[config.mk]
export PLATFORM = sky130hd
export DESIGN_NAME = morse_timing_classifier_core
export DESIGN_NICKNAME = d
export VERILOG_FILES = /design/src/hdl/mtc_pkg.sv /design/src/hdl/mtc_classifier.sv /design/src/hdl/mtc_slot_cell.sv /design/src/hdl/morse_timing_classifier_core.sv
export SDC_FILE = /design/constraint.sdc
export NUM_CORES = 1
export LEC_CHECK = 0
export BUFFER_PORTS_ARGS = -buffer_cell sky130_fd_sc_hd__buf_2
export CORE_MARGIN = 3
export CORE_UTILIZATION = 39
export DETAILED_ROUTE_END_ITERATION = 7
export PLACE_DENSITY = 0.62
export SYNTH_ARGS = -nofsm -noshare
export SYNTH_HDL_FRONTEND = slang
export SYNTH_HIERARCHICAL = 1
export SYNTH_SLANG_ARGS = --single-unit
[constraint.sdc]
create_clock -name clk -period 15.5 [get_ports clk]
set_input_delay 1.55 -clock clk [delete_from_list [all_inputs] [get_ports clk]]
set_output_delay 1.55 -clock clk [all_outputs]
set_load 0.03 [all_outputs]
[src/hdl/mtc_pkg.sv]
// mtc_pkg: shared types, class codes and helpers for the morse timing classifier
// no dependencies; used by every file under hdl
package mtc_pkg;

    localparam int SYMBOL_SLOTS_DEF = 15;
    localparam int BASE_W           = 20;
    localparam int ELAPSED_W        = 24;
    localparam int TWICE_W          = ELAPSED_W + 1;
    localparam int CLASS_W          = 4;
    localparam int SYM_W            = 3;
    localparam int LEN_W            = 4;
    localparam int CODE_W           = 45;

    localparam logic [BASE_W-1:0] BASE_TIME_RESET = 20'd100000;

    localparam logic CMD_EVENT   = 1'b0;
    localparam logic CMD_TIMEOUT = 1'b1;

    localparam logic [CLASS_W-1:0] CLS_SHORT_MARK  = 4'd0;
    localparam logic [CLASS_W-1:0] CLS_DIT         = 4'd1;
    localparam logic [CLASS_W-1:0] CLS_DIT_OR_DAH  = 4'd2;
    localparam logic [CLASS_W-1:0] CLS_DAH         = 4'd3;
    localparam logic [CLASS_W-1:0] CLS_LONG_MARK   = 4'd4;
    localparam logic [CLASS_W-1:0] CLS_SHORT_SPACE = 4'd5;
    localparam logic [CLASS_W-1:0] CLS_GOOD_SPACE  = 4'd6;
    localparam logic [CLASS_W-1:0] CLS_LONG_SPACE  = 4'd7;
    localparam logic [CLASS_W-1:0] CLS_CHAR_END    = 4'd8;
    localparam logic [CLASS_W-1:0] CLS_WORD_END    = 4'd9;

    localparam logic [SYM_W-1:0] SYM_LONG_SPACE = 3'd6;

    typedef struct packed {
        logic                 cmd;
        logic                 key_level;
        logic [ELAPSED_W-1:0] elapsed_us;
    } item_t;

    typedef struct packed {
        logic [CLASS_W-1:0] symbol_class;
        logic               code_done;
        logic [LEN_W-1:0]   code_length;
        logic [CODE_W-1:0]  code_symbols;
    } result_t;

    typedef struct packed {
        logic             append;
        logic             clear;
        logic [SYM_W-1:0] sym;
    } slot_ctl_t;

    function automatic logic [SYM_W-1:0] sym_code(input logic [CLASS_W-1:0] cls);
        logic [SYM_W-1:0] code;
        code = (cls == CLS_LONG_SPACE) ? SYM_LONG_SPACE : cls[SYM_W-1:0];
        return code;
    endfunction

endpackage

[src/hdl/mtc_classifier.sv]
// mtc_classifier: sorts one period into a mark or space class
// depends on mtc_pkg
module mtc_classifier
(
    input  logic                           level,
    input  logic [mtc_pkg::TWICE_W-1:0]    twice,
    input  logic [mtc_pkg::BASE_W-1:0]     base,
    output logic [mtc_pkg::CLASS_W-1:0]    symbol_class
);

    logic [mtc_pkg::TWICE_W-1:0] t_half;
    logic [mtc_pkg::TWICE_W-1:0] t_three;
    logic [mtc_pkg::TWICE_W-1:0] t_four;
    logic [mtc_pkg::TWICE_W-1:0] t_top;
    logic [2:0]                  idx;

    always_comb
    begin
        t_half  = mtc_pkg::TWICE_W'(base);
        t_three = mtc_pkg::TWICE_W'(base) + (mtc_pkg::TWICE_W'(base) << 1);
        t_four  = mtc_pkg::TWICE_W'(base) << 2;
        // marks stop at 6 units, spaces at 4 units
        t_top   = level ? (t_three << 2) : (mtc_pkg::TWICE_W'(base) << 3);

        if (twice < t_half)
        begin
            idx = 3'd0;
        end
        else if (twice < t_three)
        begin
            idx = 3'd1;
        end
        else if (twice < t_four)
        begin
            idx = 3'd2;
        end
        else if (twice < t_top)
        begin
            idx = 3'd3;
        end
        else
        begin
            idx = 3'd4;
        end

        symbol_class = level ? mtc_pkg::CLASS_W'(idx)
                             : mtc_pkg::CLS_SHORT_SPACE + mtc_pkg::CLASS_W'(idx);
    end

endmodule

[src/hdl/mtc_slot_cell.sv]
// mtc_slot_cell: one slot of the symbol buffer chain
// depends on mtc_pkg; fills when its left neighbor is filled and it is not
module mtc_slot_cell
(
    input  logic                          clk,
    input  logic                          rst_n,
    input  mtc_pkg::slot_ctl_t            ctl,
    input  logic                          prev_filled,
    output logic                          filled,
    output logic [mtc_pkg::SYM_W-1:0]     sym
);

    logic                      filled_reg;
    logic                      filled_next;
    logic [mtc_pkg::SYM_W-1:0] sym_reg;
    logic [mtc_pkg::SYM_W-1:0] sym_next;

    always_comb
    begin
        filled_next = filled_reg;
        sym_next    = sym_reg;
        if (ctl.clear)
        begin
            filled_next = 1'b0;
            sym_next    = '0;
        end
        else if (ctl.append && prev_filled && !filled_reg)
        begin
            filled_next = 1'b1;
            sym_next    = ctl.sym;
        end
    end

    always_ff @(posedge clk or negedge rst_n)
    begin
        if (!rst_n)
        begin
            filled_reg <= 1'b0;
            sym_reg    <= '0;
        end
        else
        begin
            filled_reg <= filled_next;
            sym_reg    <= sym_next;
        end
    end

    assign filled = filled_reg;
    assign sym    = sym_reg;

endmodule

[src/hdl/morse_timing_classifier_core.sv]
// morse_timing_classifier_core: top level of the morse key timing classifier
// depends on mtc_pkg, mtc_classifier, mtc_slot_cell
//
//  channel   signals                          direction  carries
//  item      item_valid/item_ready/item       in         key event or timeout tick
//  result    result_valid/result_ready/result out        one classified symbol
//  cfg       cfg_we/cfg_wdata                 in         base time in us
//
// one transaction per cycle while item_ready is high; a result shows in the cycle after its item is taken
// the result register lets the next item in while a result is being taken
// item_ready drops only while a result waits and result_ready is low
// reset clears the buffer chain, the level tracking and sets base time to 100000
module morse_timing_classifier_core
#(
    parameter int SYMBOL_SLOTS = mtc_pkg::SYMBOL_SLOTS_DEF
)
(
    input  logic                          clk,
    input  logic                          rst_n,
    input  logic                          item_valid,
    output logic                          item_ready,
    input  mtc_pkg::item_t                item,
    output logic                          result_valid,
    input  logic                          result_ready,
    output mtc_pkg::result_t              result,
    input  logic                          cfg_we,
    input  logic [mtc_pkg::BASE_W-1:0]    cfg_wdata
);

    localparam int COUNT_W = $clog2(SYMBOL_SLOTS + 1);
    localparam int FLAT_W  = mtc_pkg::SYM_W * SYMBOL_SLOTS;

    logic [mtc_pkg::BASE_W-1:0]  base_reg;
    logic                        last_level_reg;
    logic                        level_seen_reg;
    logic                        timed_out_reg;
    logic [COUNT_W-1:0]          count_reg;
    logic [COUNT_W-1:0]          count_next;
    logic                        result_valid_reg;
    mtc_pkg::result_t            result_reg;
    mtc_pkg::result_t            result_next;

    logic                        accept;
    logic                        event_take;
    logic                        tick_take;
    logic                        fire;
    logic                        cls_level;
    logic [mtc_pkg::TWICE_W-1:0] twice;
    logic [mtc_pkg::CLASS_W-1:0] cls;
    logic                        is_end;
    logic                        store_it;
    mtc_pkg::slot_ctl_t          slot_ctl;
    logic [SYMBOL_SLOTS:0]       filled_chain;
    logic [FLAT_W-1:0]           sym_flat;
    logic [4:0]                  count_wide;

    assign item_ready = !result_valid_reg || result_ready;
    assign accept     = item_valid && item_ready;

    assign event_take = (item.cmd == mtc_pkg::CMD_EVENT)
                        && (!level_seen_reg || (item.key_level != last_level_reg));
    assign tick_take  = (item.cmd == mtc_pkg::CMD_TIMEOUT) && level_seen_reg && !timed_out_reg;
    assign fire       = accept && ((event_take && !timed_out_reg) || tick_take);

    // timeout stands for the opposite level lasting four units
    assign cls_level = (item.cmd == mtc_pkg::CMD_TIMEOUT) ? !last_level_reg : item.key_level;
    assign twice     = (item.cmd == mtc_pkg::CMD_TIMEOUT)
                       ? (mtc_pkg::TWICE_W'(base_reg) << 3)
                       : {item.elapsed_us, 1'b0};

    mtc_classifier u_classifier
    (
        .level        (cls_level),
        .twice        (twice),
        .base         (base_reg),
        .symbol_class (cls)
    );

    assign is_end   = (cls == mtc_pkg::CLS_CHAR_END) || (cls == mtc_pkg::CLS_WORD_END);
    assign store_it = fire && !is_end && (cls != mtc_pkg::CLS_GOOD_SPACE)
                      && !filled_chain[SYMBOL_SLOTS];

    assign slot_ctl.append = store_it;
    assign slot_ctl.clear  = fire && is_end;
    assign slot_ctl.sym    = mtc_pkg::sym_code(cls);

    assign filled_chain[0] = 1'b1;

    for (genvar i = 0; i < SYMBOL_SLOTS; i++)
    begin : g_slot
        mtc_slot_cell u_cell
        (
            .clk         (clk),
            .rst_n       (rst_n),
            .ctl         (slot_ctl),
            .prev_filled (filled_chain[i]),
            .filled      (filled_chain[i+1]),
            .sym         (sym_flat[i*mtc_pkg::SYM_W +: mtc_pkg::SYM_W])
        );
    end

    always_comb
    begin
        count_next = count_reg;
        if (slot_ctl.clear)
        begin
            count_next = '0;
        end
        else if (store_it)
        begin
            count_next = count_reg + COUNT_W'(1);
        end
    end

    assign count_wide = 5'(count_reg);

    always_comb
    begin
        result_next              = '0;
        result_next.symbol_class = cls;
        if (is_end)
        begin
            result_next.code_done    = 1'b1;
            result_next.code_length  = (count_wide > 5'd15) ? 4'd15 : count_wide[3:0];
            result_next.code_symbols = mtc_pkg::CODE_W'(sym_flat);
        end
    end

    always_ff @(posedge clk or negedge rst_n)
    begin
        if (!rst_n)
        begin
            base_reg         <= mtc_pkg::BASE_TIME_RESET;
            last_level_reg   <= 1'b0;
            level_seen_reg   <= 1'b0;
            timed_out_reg    <= 1'b0;
            count_reg        <= '0;
            result_valid_reg <= 1'b0;
        end
        else
        begin
            if (cfg_we)
            begin
                base_reg <= cfg_wdata;
            end
            if (accept && event_take)
            begin
                level_seen_reg <= 1'b1;
                timed_out_reg  <= 1'b0;
                last_level_reg <= item.key_level;
            end
            else if (accept && tick_take)
            begin
                timed_out_reg <= 1'b1;
            end
            count_reg <= count_next;
            if (fire)
            begin
                result_valid_reg <= 1'b1;
            end
            else if (result_ready)
            begin
                result_valid_reg <= 1'b0;
            end
        end
    end

    always_ff @(posedge clk)
    begin
        if (fire)
        begin
            result_reg <= result_next;
        end
    end

    assign result_valid = result_valid_reg;
    assign result       = result_reg;

endmodule

Yosys cells after proc, flatten, opt, wreduce, memory -nomap -nowiden
Cells that the tools add are included.
W data, S select, Z words.
{"block": "classes", "add_sub_neg": 3, "n_lt_le_gt_ge": 5, "n_eq_ne": 5, "n_mux": 77, "bitwise": 1, "reduce_logical": 83}
{"operator": "$mux W3", "n": 35}
{"operator": "$lt A25 B25 Y1", "n": 2}
{"operator": "$mux W25", "n": 2}
{"operator": "$mux W50", "n": 1}
{"operator": "$logic_and A1 B1 Y1", "n": 41}
{"operator": "$reduce_bool A2 Y1", "n": 18}
{"operator": "$mux W1", "n": 35}
{"operator": "$lt A25 B20 Y1", "n": 1}
{"operator": "$lt A25 B22 Y1", "n": 1}
{"operator": "$add A20 B21 Y22", "n": 1}
{"operator": "$logic_not A1 Y1", "n": 20}
{"operator": "$mux W4", "n": 4}
{"operator": "$eq A4 B4 Y1 const B", "n": 2}
{"operator": "$add A3 B3 Y4 const A", "n": 1}
{"operator": "$add A4 B1 Y4 const B", "n": 1}
{"operator": "$eq A4 B3 Y1 const B", "n": 1}
{"operator": "$gt A4 B4 Y1 const B", "n": 1}
{"operator": "$logic_or A1 B1 Y1", "n": 4}
{"operator": "$ne A4 B3 Y1 const B", "n": 1}
{"operator": "$ne A1 B1 Y1", "n": 1}
{"operator": "$not A1 Y1", "n": 1}
{"block": "totals", "regBits": 142, "inputBits": 51, "output_inout_bits": 56, "wordCells": 214}

Logic depth before layout (Yosys ltp)
{"block": "logic_depth", "ltp_word": 20, "mapped_depth": 26, "ltp_nobuf": 25}

Modules after synthesis
Netlist, hierarchy kept.
{"mod": "morse_timing_classifier_core", "n_inst": 1, "cells_per_inst": 238, "area_per_inst_um2": 3480.8, "seq_area_each_um2": 2329.7}
{"mod": "mtc_classifier", "n_inst": 1, "cells_per_inst": 399, "area_per_inst_um2": 3136.8, "seq_area_each_um2": 0.0}
{"mod": "mtc_slot_cell", "n_inst": 15, "cells_per_inst": 17, "area_per_inst_um2": 196.4, "seq_area_each_um2": 100.1}

Worst setup path before layout
No wires, ideal clock.
{"block": "synth_timing", "path_kind": "input -> register", "from": "in item[25] (netlist bit)", "to": "reg g_slot[0].u_cell.sym_reg (netlist bit g_slot[0].u_cell/sym[0])", "setup_time_ps": 124, "arrival_ps": 7097, "required_time_ps": 15376, "path_slack_ps": 8279, "path_stages": 21, "path_cell_list": "clkbuf_1 buf_2 nor2_1 a21oi_1 buf_1 o21ai_0 nor2_1 xnor2_1 ha_1 and4_1 a2111oi_0 o21ai_0 or3b_1 a21boi_2 ha_1 mux2_2 nor3b_1 clkbuf_1 and2_1 nand2b_1 mux2i_1"}
{"item": "start: declaration", "line_no": "morse_timing_classifier_core.sv:22", "rtl": "input mtc_pkg::item_t item,"}
{"item": "end signal: assignment", "line_no": "mtc_slot_cell.sv:44", "rtl": "sym_reg <= sym_next;"}
{"item": "end: declaration", "line_no": "mtc_slot_cell.sv:15", "rtl": "logic [mtc_pkg::SYM_W-1:0] sym_reg;"}

==> results.cfg <==
[placement]
hpwl_mm = 15.3
place_congestion = 0.826
port_buffers = 106

[grt]
grt_pass1_wl_mm = 34.8
grt.total_usage = 0.164
overflow = 0
grt_pass1_vias = 6713
grt_max_degree = 106
antenna_found_initial = 0

[cts]
htreeDepth = 4
cts.sinks = 142
root_buffer = clkbuf_16
cts_inserted_buffers = 17
cts_tree = yes
cts_setup_buffers = 0
clkLatencyLatePin_ns = 0.43
cts_hold_buf = 0
cts-resized-gates = 0
clk_pin_slew_worst_paths_ns = 0.07
clock_path_buffers = 2

[yosys]
synth_edf_count = 54
synthFlopType = dfrtp_1
syn_inst = 892
synth_area_um2 = 9560
synth-seq-cells = 142
ys_warn_count = 6
synth_cell_types = 68
seq_area_frac_synth = 0.401
syn_area_per_cell_um2 = 10.7
synth-async-reset-ratio = 0.620

[route]
firstDrtPassIters = 5
drt-vias-per-instance = 5.12
drtAntennaViolNets = 0
drc = 0
routedWlPerCell_um = 16.1
drt_iter0_markers = 369
vias = 6747
wirelength_mm = 21.3

[power]
pwr_density_cell_nw_per_um2 = 130
total_leakage_power_nw = 4.84
total_power_mw = 1.42
ir_drop_mv = 0.0725

[run]
maxCapViolCount = 0

[setup_path]
arrival_ns = 8.02
worstPathCellList = buf_2 -> nor2_1 -> a21oi_2 -> o21ai_0 -> nor2_1 -> xnor2_1 -> ha_1 -> and4_1 -> a2111oi_0 -> o21ai_0 -> or3b_1 -> a21boi_2 -> ha_1 -> nor2_1 -> xor2_2 -> nor3b_2 -> or3_1 -> nor2_2 -> and3b_1 -> mux2i_1
crit-reg2reg-launch = base_reg[1]
critPathBufInv = 1
cp-start-kind = input pin
crit_fanout = 30
cp_common_cell = nor2_1
slowest_stage = xor2_2
path_delay_family = simple AND/OR/NAND/NOR gates
cp.required_ns = 15.84
max_stage_delay_ns = 0.84
endpoint_kind = flip-flop
cp-startpoint = item[25]
path_class = in2reg

[sta]
grt_setup_unrepaired = false
whs_ns = 0.536
finalCritPeriodShare = 0.495
tightest_slew_ns = 1.08
fin_tns_setup_ns = 0
hold_viol = 0
finalClockSkew_ns = 0.0145
relSlewSlack = 0.281
min_period_ns = 7.68
setup_violations = 0
clock.fmax_mhz = 130
slew_viol_final = 0

[die]
io_pins = 107
die-area_um2 = 26400
initial_core_util = 0.403
rows = 56
die_h_um = 163
core_region_area_um2 = 23800
die-width_um = 163

[final_layout]
drive_gt1_frac = 0.229
layout_commonest_cell = buf_2
regArea_um2 = 3830
synthToLayoutAreaGrowth_pct = 13.9
diodes = 0
multi_input_area_um2 = 5360
largest_reg_flops = 54
fillers = 2239
nets = 1141
layout_common_cells = buf_2, ha_1, nand2b_1

[status]
status = finished clean

[hold_path]
min-delay-start = g_slot[11].u_cell/sym[2]
hp-class = reg2reg
path summary, 6_finish.rpt:
| path | endpoint | slack [ns] | cells after the start |
|---|---|---|---|
| max | g_slot[8].u_cell/sym[1] | 7.82 | 20 |
| min | g_slot[11].u_cell/sym[2] | 0.54 | 2 |
| max reg2reg | g_slot[8].u_cell/sym[1] | 7.82 | 24 |
| min reg2reg | g_slot[11].u_cell/sym[2] | 0.54 | 2 |
| max in group asynchronous | g_slot[12].u_cell/sym[2] | 13.29 | 2 |
| min in group asynchronous | base_reg[11] | 1.03 | 1 |
synthesized netlist by cell type (all sizes together) (7+ instances only):
library cell  number  area, um^2
a211oi             7        52.6
xnor2             11        96.3
mux2              56         631
buf               21         203
nor2b             10        62.6
nand2             32         120
clkbuf            15        56.3
nand3             14        70.1
edfxtp            54        1620
inv               36         135
a21oi             57         285
o21ai             30         158
mux2i             47         470
nor3               9        45.0
and3b             15         131
and2              53         332
a21o              14         105
nand2b            95         597
dfrtp             82        2050
nor2              36         135
xor2               8        70.1
nand4             11        68.8
ha               102        1280
kinds of logic after synthesis:
kind of cell               count (synthesis)  synth area share
AOI/OAI and AO/OA                        152             0.107
DFF                                      142             0.401
other                                      2          0.000785
xor gates and xnor gates                  19            0.0174
adders and majority gates                103             0.136
buffers and inverters                     72            0.0412
muxes                                    103             0.115
and+or+nand+nor                          299             0.182
metal layers:
metal | global-route usage | up-vias | wire (um)
met1 | 0.241 | 3209 | 10900
met4 | 0.0404 | 0 | 244
met5 | 0 | - | 0
met3 | 0.0259 | 19 | 765
met2 | 0.254 | 121 | 9360
li1 | - | 3398 | -
stage by stage:
step	util	std cells	setup slack [ns]	instance area (um^2)
CTS	0.459	1319	7.79	10900
global placement	0.434	1287	7.55	10300
detailed placement	0.434	1287	7.34	10300
finish	0.459	1319	7.82	10900
global route	0.459	1319	7.23	10900
floorplan	-	893	8.28	9570
power by group:
| part | internal (mW) | leakage (nW) | total (mW) | switching, mW |
|---|---|---|---|---|
| Clock | 0.230 | 0.285 | 0.415 | 0.184 |
| Sequential | 0.458 | 1.62 | 0.505 | 0.0470 |
| Combinational | 0.204 | 2.93 | 0.500 | 0.296 |
| Total | 0.892 | 4.84 | 1.42 | 0.527 |
worst min-delay path, stage by stage (launching register included):
cell and delay [ns]:
dfrtp_1 0.37, nand2b_1 0.07, mux2i_1 0.06
area by class of cell:
cell class	count	share of cell area
clock buffer	17	0.0390
clock inverter	15	0.0157
inverter	36	0.0124
multi-input combinational	679	0.492
sequential	142	0.352
tap	319	0.0366
timing repair buffer	111	0.0524
Note: power is estimated with default switching activity, not from simulation.
